$ cat config.mk
export PLATFORM = sky130hd
export DESIGN_NAME = tldt_ctrl
export DESIGN_NICKNAME = d
export VERILOG_FILES = /design/src/sv/tldt_pkg.sv /design/src/sv/tldt_ctrl.sv
export VERILOG_INCLUDE_DIRS = /design/src /design/src/sv
export SDC_FILE = /design/constraint.sdc
export NUM_CORES = 1
export LEC_CHECK = 0
export BUFFER_PORTS_ARGS = -buffer_cell sky130_fd_sc_hd__buf_2
export CAP_MARGIN = 15
export CORE_AREA = 2 2 39 41
export CTS_BUF_LIST = sky130_fd_sc_hd__clkbuf_4 sky130_fd_sc_hd__clkbuf_8
export DETAILED_ROUTE_END_ITERATION = 12
export DIE_AREA = 0 0 41 43
export SYNTH_ARGS = -nofsm -noshare
export SYNTH_HDL_FRONTEND = slang
export SYNTH_SLANG_ARGS = --single-unit
$ cat constraint.sdc
create_clock -name clk -period 3.8 [get_ports clk]
set_input_delay 0.95 -clock clk [delete_from_list [all_inputs] [get_ports clk]]
set_output_delay 0.95 -clock clk [all_outputs]
set_load 0.01 [all_outputs]
$ cat src/sv/assert_macros.svh
// ============================================================================
// Assertion macros
// Shared concurrent assertion forms for the directory table RTL.
// ============================================================================
`ifndef ASSERT_MACROS_SVH
`define ASSERT_MACROS_SVH

// The expression holds at every clock edge outside reset.
`define ASSERT_ALWAYS(label, clk, rst_n, expr, msg) \
    label: assert property (@(posedge clk) disable iff (!rst_n) (expr)) \
        else $error(msg);

// The consequent holds in the same cycle as the antecedent.
`define ASSERT_IMPLIES(label, clk, rst_n, ante, cons, msg) \
    label: assert property (@(posedge clk) disable iff (!rst_n) (ante) |-> (cons)) \
        else $error(msg);

// The consequent holds in the cycle after the antecedent.
`define ASSERT_NEXT(label, clk, rst_n, ante, cons, msg) \
    label: assert property (@(posedge clk) disable iff (!rst_n) (ante) |=> (cons)) \
        else $error(msg);

`endif

$ cat src/sv/tldt_pkg.sv
// ============================================================================
// Directory table package
// Request and status codes and the command and status bundles that join the
// controller and the datapath.
// ============================================================================
package tldt_pkg;

    typedef enum logic [1:0] {
        REQ_MKDIR  = 2'd0,
        REQ_MKFILE = 2'd1,
        REQ_DELETE = 2'd2,
        REQ_SEARCH = 2'd3
    } req_type_t;

    typedef enum logic [1:0] {
        ST_DONE    = 2'd0,
        ST_NO_DIR  = 2'd1,
        ST_NO_FILE = 2'd2,
        ST_NO_ROOM = 2'd3
    } status_t;

    typedef enum logic [1:0] {
        DIX_ZERO,
        DIX_COUNT,
        DIX_FOUND
    } dix_sel_t;

    typedef enum logic [1:0] {
        SLOT_ZERO,
        SLOT_COUNT,
        SLOT_HIT,
        SLOT_HELD
    } slot_sel_t;

    typedef enum logic [2:0] {
        S_IDLE,
        S_EXEC,
        S_DSCAN,
        S_DECIDE,
        S_FSCAN,
        S_DMOVE
    } state_t;

    typedef struct packed {
        logic      load;
        logic      mkdir;
        logic      scan;
        logic      dsel;
        logic      mkfile;
        logic      del_rd;
        logic      del_wr;
        logic      result;
        status_t   res_status;
        dix_sel_t  dix_sel;
        slot_sel_t slot_sel;
    } tldt_cmd_t;

    typedef struct packed {
        req_type_t req;
        logic      dir_full;
        logic      file_full;
        logic      hit;
        logic      miss;
    } tldt_sts_t;

endpackage

$ cat src/sv/tldt_ctrl.sv
// ============================================================================
// Directory table controller
// Sequences each request through the directory scan, file scan and update steps that it needs.
// ============================================================================
`include "assert_macros.svh"

module tldt_ctrl
    import tldt_pkg::*;
(
    input  logic      clk,
    input  logic      rst_n,
    input  logic      start,
    output logic      busy,
    input  tldt_sts_t sts,
    output tldt_cmd_t cmd
);

    state_t state_reg;
    state_t state_next;

    always_ff @(posedge clk or negedge rst_n)
    begin
        if (!rst_n)
        begin
            state_reg <= S_IDLE;
        end
        else
        begin
            state_reg <= state_next;
        end
    end

    always_comb
    begin
        state_next     = state_reg;
        cmd            = '0;
        cmd.res_status = ST_DONE;
        cmd.dix_sel    = DIX_ZERO;
        cmd.slot_sel   = SLOT_ZERO;
        unique case (state_reg)
            S_IDLE:
            begin
                if (start)
                begin
                    cmd.load   = 1'b1;
                    state_next = S_EXEC;
                end
            end
            S_EXEC:
            begin
                if (sts.req == REQ_MKDIR)
                begin
                    cmd.result = 1'b1;
                    state_next = S_IDLE;
                    if (sts.dir_full)
                    begin
                        cmd.res_status = ST_NO_ROOM;
                    end
                    else
                    begin
                        cmd.mkdir   = 1'b1;
                        cmd.dix_sel = DIX_COUNT;
                    end
                end
                else
                begin
                    state_next = S_DSCAN;
                end
            end
            S_DSCAN:
            begin
                priority if (sts.hit)
                begin
                    cmd.dsel   = 1'b1;
                    state_next = S_DECIDE;
                end
                else if (sts.miss)
                begin
                    cmd.result     = 1'b1;
                    cmd.res_status = ST_NO_DIR;
                    state_next     = S_IDLE;
                end
                else
                begin
                    cmd.scan = 1'b1;
                end
            end
            S_DECIDE:
            begin
                cmd.dix_sel = DIX_FOUND;
                if (sts.req == REQ_MKFILE)
                begin
                    cmd.result = 1'b1;
                    state_next = S_IDLE;
                    if (sts.file_full)
                    begin
                        cmd.res_status = ST_NO_ROOM;
                    end
                    else
                    begin
                        cmd.mkfile   = 1'b1;
                        cmd.slot_sel = SLOT_COUNT;
                    end
                end
                else
                begin
                    state_next = S_FSCAN;
                end
            end
            S_FSCAN:
            begin
                cmd.dix_sel = DIX_FOUND;
                priority if (sts.hit)
                begin
                    if (sts.req == REQ_SEARCH)
                    begin
                        cmd.result   = 1'b1;
                        cmd.slot_sel = SLOT_HIT;
                        state_next   = S_IDLE;
                    end
                    else
                    begin
                        cmd.del_rd = 1'b1;
                        state_next = S_DMOVE;
                    end
                end
                else if (sts.miss)
                begin
                    cmd.result     = 1'b1;
                    cmd.res_status = ST_NO_FILE;
                    state_next     = S_IDLE;
                end
                else
                begin
                    cmd.scan = 1'b1;
                end
            end
            S_DMOVE:
            begin
                cmd.del_wr   = 1'b1;
                cmd.result   = 1'b1;
                cmd.dix_sel  = DIX_FOUND;
                cmd.slot_sel = SLOT_HELD;
                state_next   = S_IDLE;
            end
            default:
            begin
                state_next = S_IDLE;
            end
        endcase
    end

    assign busy = (state_reg != S_IDLE);

    `ASSERT_NEXT(a_accept_busy, clk, rst_n, start && !busy, busy, "accepted request did not raise busy")
    `ASSERT_ALWAYS(a_one_write, clk, rst_n, $onehot0({cmd.mkdir, cmd.mkfile, cmd.del_wr}), "more than one table write in a cycle")
    `ASSERT_IMPLIES(a_move_order, clk, rst_n, cmd.del_wr, $past(cmd.del_rd), "file move written without reading the last file")

endmodule

==> key figures, run 1 <==
Outcome
  – Status: finished, final reports clean

STA
  – RSZ-0062 raised after global routing: no
  – Worst Max-Slew Pin Slew: 0.3792 ns
  – Rel. slew slack: 0.7472
  – Fin Clk Skew: 0.001940 ns
  – Total count of hold-check failures in the final report: 0
  – Fin. max-slew vios: 0
  – Highest clock rate: around 0.33 GHz
  – Final setup viols: 0
  – Time the worst path needs with I/O delays and setup: between 2 and 3 ns
  – Final worst hold slack: 0.5065 ns
  – Final clock period utilization by the worst path: 0.7873
  – Total negative slack for setup checks: 0 ns

Clocking
  – Post-CTS sizing: 0
  – Clock network latency to the later pin of the worst-skew pair: approximately 0.23 ns
  – Clock tree from TritonCTS: built
  – Cell chosen for the clock root: clkbuf_4
  – CTS Buffer Depth: 2
  – Number of buffers added for setup after CTS: 0
  – CTS sink count: 3
  – Number of buffers inserted for hold repair after clock tree synthesis: 0
  – Htree depth: 1
  – Clock buffers created by TritonCTS: 3
  – Register clock-pin slew on the reported worst setup and hold paths: 0.04 ns

Global routing
  – GR Util met3: 0
  – Pin count of the biggest net entering global routing: 14
  – Total global routing track utilization: 0.1309
  – Global routing's busiest layer: met2
  – Met2 usage: 0.2219
  – First-pass GRT wire length: approximately 1.7 mm
  – Met1 Resource Use GR: 0.1721
  – Vias in the first global route: 428
  – Remaining Overflow, GRT: 0
  – Antenna violations before repair: 0

Drt
  – Post-detailed-route wirelength per cell: roughly 11 microns
  – TritonRoute pass-1 iters: 4
  – DRC violations left: 0
  – Total vias in the final route: 490
  – Wirelength, routed: around 1.0 mm
  – Post-DRT Antenna Nets: 0
  – Vias per cell: about 5.0
  – Number of DRC markers after the initial detailed-route iteration: 2

Layout
  – Inserted Diodes: 0
  – Nets: 93
  – Fill count: around 160
  – Area overhead of the layout relative to synthesis: 35.76%
  – Flip-flop count of the largest register after layout: 3
  – Sequential Area: 75.07 sq um
  – Post-route core utilization: 0.4051
  – Area of combinational cells with multiple inputs: 309.0 sq um
  – Fraction of final layout cells with drive strength greater than 1: 0.4024

Critical path
  – Critical Path Max Stage Delay: 0.55 ns
  – Arrival time at the worst endpoint: 2.04 ns
  – CP Capture Type: primary output
  – Crit path cell chain: buf_2 > or4_4 > o22ai_2 > a31o_2 > buf_2
  – WP buf/inv: 2
  – Slack of the worst reg-to-reg path: 2.51 ns
  – Slowest stage cell, crit path: or4_4
  – Cell family with the largest share of critical-path delay: simple AND/OR/NAND/NOR gates
  – Critical path start-end classification: in2out
  – Required time of the critical path: 2.85 ns
  – Worst Path Max Fanout: 8
  – Element type at the critical path start: input pin
  – Library cell appearing most often on the critical path: buf_2

Logic synthesis
  – Mean instance size in the synthesized netlist: ~7.0 sq um
  – Cell area after synthesis: between 400 and 500 sq um
  – Count of different cell masters after synthesis: 32
  – Total nets after synthesis: a little under 70
  – Count of synthesis-stage warnings from yosys: 0
  – Gate count after technology mapping: 59
  – Number of synthesized register bits: 3
  – Sequential fraction of the synthesis area: 0.1818

Power
  – Power, Total: approximately 300 uW
  – VDD IR max: approximately 0.21 mV
  – PD cells: 540.8 nW/um^2
  – Standby leakage power: 0.3053 nW

Floorplanning
  – Standard-cell row count: 14
  – Die width: between 40 and 50 microns
  – Chip Height: ~43 microns
  – Total Die Area: about 1800 sq um
  – CORE AREA: ~1400 sq um
  – IO Pins: 24
  – Effective utilization at floorplan: 0.2984

Run
  – Max-cap violations: 0

Placement
  – HPWL Detailed: approximately 830 microns
  – Number of input and output port buffers inserted: 23
  – Routability Congestion: around 0.8

Worst hold path
  – Hold crit path type: in2async
## placed cells by master (no fill, tap or decap), types with 2 or more instances in the layout
cell / Yosys / routed
buf_2: 2 / 23
nor2b_1: 2 / 2
dfrtp_1: 3 / 3
nand2b_1: 6 / 6
nor2_1: 9 / 9
and3_1: 2 / 2
inv_1: 3 / 3
o21ai_0: 2 / 2
clkbuf_4: 0 / 4
a21oi_1: 3 / 3
nand2_1: 4 / 4
## worst paths after layout
| path | from | to | depth (start not counted) |
|---|---|---|---|
| max | sts[5] | cmd[4] | 5 |
| min | rst_n | state_reg[2]$_DFFE_PN0P_ | 1 |
| max reg2reg | state_reg[2]$_DFFE_PN0P_ | state_reg[0]$_DFFE_PN0P_ | 4 |
| min reg2reg | state_reg[2]$_DFFE_PN0P_ | state_reg[1]$_DFFE_PN0P_ | 1 |
| max in group asynchronous | rst_n | state_reg[0]$_DFFE_PN0P_ | 1 |
| min in group clk | state_reg[2]$_DFFE_PN0P_ | state_reg[1]$_DFFE_PN0P_ | 1 |
## final cells by class
| class | count | area share |
|---|---|---|
| repair buffers | 23 | 0.2054 |
| inverters | 3 | 0.02009 |
| flip-flops and latches | 3 | 0.1339 |
| well taps | 16 | 0.03571 |
| multi-input cells | 49 | 0.5513 |
| clock buffers | 4 | 0.05357 |
## layer usage
layer | part of all wire | vias up
met5 | 0 | -
met4 | 0 | 0
met3 | 0.073 | 0
met2 | 0.48 | 20
met1 | 0.45 | 212
li1 | - | 258
## synth_stat cells
library cell	count	area, sq um
a41oi_1	1	8.760
and2_1	1	6.260
o32ai_1	1	8.760
o21bai_1	1	7.510
o21ai_0	2	10.01
nor3_1	1	5.000
a21oi_1	3	15.01
o21ai_1	1	5.000
o22ai_2	1	12.51
nor2_1	9	33.78
a211o_1	1	8.760
nor4_1	1	6.260
buf_2	2	10.01
or4_4	1	11.26
a31oi_1	1	6.260
a31o_2	1	8.760
nand3b_1	1	7.510
and3_1	2	12.51
nand2b_1	6	37.54
o21a_1	1	7.510
inv_1	3	11.26
a2111oi_0	1	8.760
a21bo_2	1	10.01
a21o_2	1	8.760
clkbuf_1	2	7.510
or4_1	1	7.510
nor2b_1	2	12.51
dfrtp_1	3	75.07
nand2_1	4	15.01
and2b_2	1	8.760
or3_1	1	6.260
ha_1	1	12.51
## cell families (layout without fill, tap and decap cells)
kind of cell / after synthesis / in the layout / synth area share
simple gates: 31 / 31 / 0.4121
compound gates: 17 / 17 / 0.3061
buf+inv: 7 / 30 / 0.06970
flops: 3 / 3 / 0.1818
fa+ha+maj: 1 / 1 / 0.03030
## metrics by stage
step / cell area [sq um] / cells / setup slack [ns]
global route: 560.5 / 98 / 0.7493
floorplan: 412.9 / 59 / 1.055
global placement: 530.5 / 94 / 0.8116
detailed placement: 530.5 / 94 / 0.8055
CTS: 560.5 / 98 / 0.8057
finish: 560.5 / 98 / 0.8084
## power breakdown
group | internal (mW) | switching [mW]
clock | 0.0465 | 0.0169
sequential | 0.0438 | 0.0347
combinational | 0.0785 | 0.0828
total | 0.169 | 0.134
Note: power is estimated with default switching activity, not from simulation.
==> run 2, diff against run 1 <==
--- a/config.mk
+++ b/config.mk
@@ -6,6 +6,7 @@
 export SDC_FILE = /design/constraint.sdc
 export NUM_CORES = 1
 export LEC_CHECK = 0
+export ABC_AREA = 1
 export BUFFER_PORTS_ARGS = -buffer_cell sky130_fd_sc_hd__buf_2
 export CAP_MARGIN = 15
 export CORE_AREA = 2 2 39 41
==> constraint.sdc (replaced) <==
create_clock -name clk -period 2.66 [get_ports clk]
set_input_delay 0.665 -clock clk [delete_from_list [all_inputs] [get_ports clk]]
set_output_delay 0.665 -clock clk [all_outputs]
set_load 0.01 [all_outputs]
==> run 2 against run 1 <==
Effect of this change: setup slack got worse by 0.27 ns; design area decreased by 5.4%; clock power increased by 40%; routed wire length decreased by 7.6%; combinational power increased by 52%; critical path type unchanged; largest cell class unchanged; largest power group unchanged; highest routed layer unchanged.
==> key figures, run 2 <==
Outcome
  – Status: finished, final reports clean

Critical path
  – Launch instance of the worst register-to-register path: state_reg[2]$_DFFE_PN0P_
  – Worst reg2reg path depth: 5
  – Worst flop-to-flop path endpoint: state_reg[0]$_DFFE_PN0P_
  – Slack of the worst reg-to-reg path: 1.59 ns
  – Critical path start-end classification: in2out
  – Element type at the critical path start: input pin
  – Worst Path Max Fanout: 4
  – Arrival time at the worst endpoint: 1.45 ns
  – Required time of the critical path: 2.00 ns
  – CP Capture Type: primary output

Layout
  – Commonest cells after routing, fill and taps aside: 23 x buf_2, 15 x nand2_1, 13 x inv_1, 8 x nor2_1, 7 x nand3_1
  – Fraction of final layout cells with drive strength greater than 1: 0.3889
  – Flip-flop count of the largest register after layout: 3
  – Area overhead of the layout relative to synthesis: 45.21%
  – Nets: approximately 100
  – Fill count: ~160
  – Most frequent standard cell in the layout excluding fill and tap cells: buf_2
  – Post-route core utilization: 0.3834
  – Summed area of non-filler cells in the final layout: ~530 sq um
  – Inserted Diodes: 0
  – Number of standard cells in the layout, taps in and fillers out: approximately 110

STA
  – Worst Max-Slew Pin Slew: roughly 0.25 ns
  – RSZ-0062 raised after global routing: no
  – Fin. max-slew vios: 0
  – Fin Clk Skew: between 0.0015 and 0.002 ns
  – Highest clock rate: between 0.4 and 0.5 GHz
  – Time the worst path needs with I/O delays and setup: between 2 and 2.5 ns
  – Final clock period utilization by the worst path: 0.7961
  – Total count of hold-check failures in the final report: 0
  – Total negative slack for setup checks: 0 ns
  – Final setup viols: 0
  – Post-layout worst setup margin: ~0.54 ns
  – Rel. slew slack: 0.8327

Placement
  – Routability Congestion: between 0.8 and 0.9
  – Number of input and output port buffers inserted: 23
  – HPWL Detailed: 792.8 microns
  – Post-placement setup slack: around 0.54 ns
  – Cell area reported after detailed placement: 500.5 sq um
  – Total placed cells including tap cells: 102

Floorplanning
  – CORE AREA: approximately 1400 sq um
  – IO Pins: 24
  – Chip Height: about 43 microns
  – Standard-cell row count: 14
  – Total Die Area: ~1800 sq um
  – Effective utilization at floorplan: 0.2640
  – Die width: ~40 microns

Logic synthesis
  – Area leader, netlist: dfrtp_1
  – Cell area after synthesis: 365.4 sq um
  – Synth cell count leaders: 15 x nand2_1, 13 x inv_1, 8 x nor2_1
  – Sequential fraction of the synthesis area: 0.2055
  – Mean instance size in the synthesized netlist: approximately 5.8 sq um
  – Top cells by area, synth: dfrtp_1 21%, nand2_1 15%, inv_1 13%
  – Top_reg_cell synth: dfrtp_1
  – Fraction of post-synthesis cell area in the top cell type by area: 0.2055
  – Count of different cell masters after synthesis: 17
  – Total nets after synthesis: 73
  – Number of synthesized register bits: 3
  – Leading cell type by number of instances after synthesis: nand2_1
  – Share of synthesized flip-flops with an asynchronous set or reset: 1.000
  – Gate count after technology mapping: between 60 and 70
  – Post-synth EDFFs: 0
  – Count of synthesis-stage warnings from yosys: 0

Drt
  – Wirelength, routed: just under 1 mm
  – Total vias in the final route: 476
  – TritonRoute pass-1 iters: 4
  – Post-detailed-route wirelength per cell: about 9.1 microns
  – Number of DRC markers after the initial detailed-route iteration: 10
  – Post-DRT Antenna Nets: 0
  – Vias per cell: 4.491
  – DRC violations left: 0

Clocking
  – Htree depth: 1
  – Clock buffers created by TritonCTS: 3
  – CTS sink count: 3
  – Clock network latency to the later pin of the worst-skew pair: 0.23 ns
  – CTS Buffer Depth: 2
  – Number of buffers inserted for hold repair after clock tree synthesis: 0
  – Number of buffers added for setup after CTS: 0
  – Cell chosen for the clock root: clkbuf_4
  – Clock tree from TritonCTS: built
  – Register clock-pin slew on the reported worst setup and hold paths: 0.04 ns
  – Post-CTS sizing: 0

Power
  – VDD IR max: approximately 0.34 mV
  – Share of power burned in the clock network: 0.209
  – Share of power burned in registers: 0.215
  – Combinational share of power: 0.577
  – Standby leakage power: roughly 0.36 nW
  – PD cells: 802.1 nW/um^2
  – Switching share of power: 0.4828
  – Reported net switching power: 205.4 uW
  – Internal power summed over all cells: around 220 uW

Global routing
  – First-pass GRT wire length: around 1.6 mm
  – Vias in the first global route: about 400
  – Remaining Overflow, GRT: 0
  – Antenna violations before repair: 0
  – Pin count of the biggest net entering global routing: 9
  – Total global routing track utilization: 0.1237

Worst hold path
  – Hold crit path type: in2async

Run
  – Max-cap violations: 0
-- run 2: cell types whose count changed in the layout (fill, tap and decap cells not counted), sizes merged, moves of 4 or more --
cell,previous run,this run
inv,3,14
nand2,4,15
nand2b,6,0
nand3,0,8
nor2,9,13
-- run 2: power by group through the flow --
stage          Sequential (mW)  Clock (mW)  Combinational (mW)
2_1_floorplan           0.0846           0               0.170
3_3_place_gp            0.0894           0               0.245
3_5_place_dp            0.0908           0               0.246
4_1_cts                 0.0905      0.0912               0.247
5_1_grt                 0.0940      0.0973               0.280
6_report                0.0914      0.0887               0.245
-- run 2: layout make-up --
cell class	count	area, sq um	area share
Sequential cell	3	75.07	0.1415
Timing Repair Buffer	23	115.1	0.2170
Multi-Input combinational cell	46	237.7	0.4481
Tap cell	16	20.02	0.03774
Clock buffer	4	30.03	0.05660
Inverter	14	52.55	0.09906
-- run 2: cell families after synthesis --
family	Yosys count	synth area share
simple gates	38	0.4829
buf+inv	14	0.1438
fa+ha+maj	1	0.03424
compound gates	7	0.1336
flops	3	0.2055
-- run 2: per-layer routing --
metal | up-vias | track usage | share of wire
li1 | 255 | - | -
met5 | - | 0 | 0
met2 | 15 | 0.1844 | 0.47
met1 | 206 | 0.1618 | 0.46
met4 | 0 | 0.05333 | 0
met3 | 0 | 0.03141 | 0.074
-- run 2: how the worst max path moves through the flow --
stage,cells past startpoint,startpoint,endpoint,slack (ns)
CTS,7,sts[5],cmd[6],0.54
floorplan,5,sts[5],cmd[6],0.79
global placement,5,sts[5],cmd[5],0.54
global route,7,sts[5],cmd[6],0.43
finish,7,sts[5],cmd[6],0.54
detailed placement,7,sts[5],cmd[6],0.54
-- run 2: critical path, cell delays in order --
cell	delay, ns
buf_2	0.12
nor2_1	0.23
nand3_2	0.13
nand3_1	0.08
nor2_1	0.04
nor2_1	0.07
buf_2	0.13
-- run 2: per-stage QoR --
step	hold WS (ns)	total power, mW
5_1_grt	0.2182	0.4713
2_1_floorplan	0.3694	0.2544
3_3_place_gp	0.4615	0.3345
3_5_place_dp	0.4623	0.3368
4_1_cts	0.2175	0.4284
6_report	0.2205	0.4255
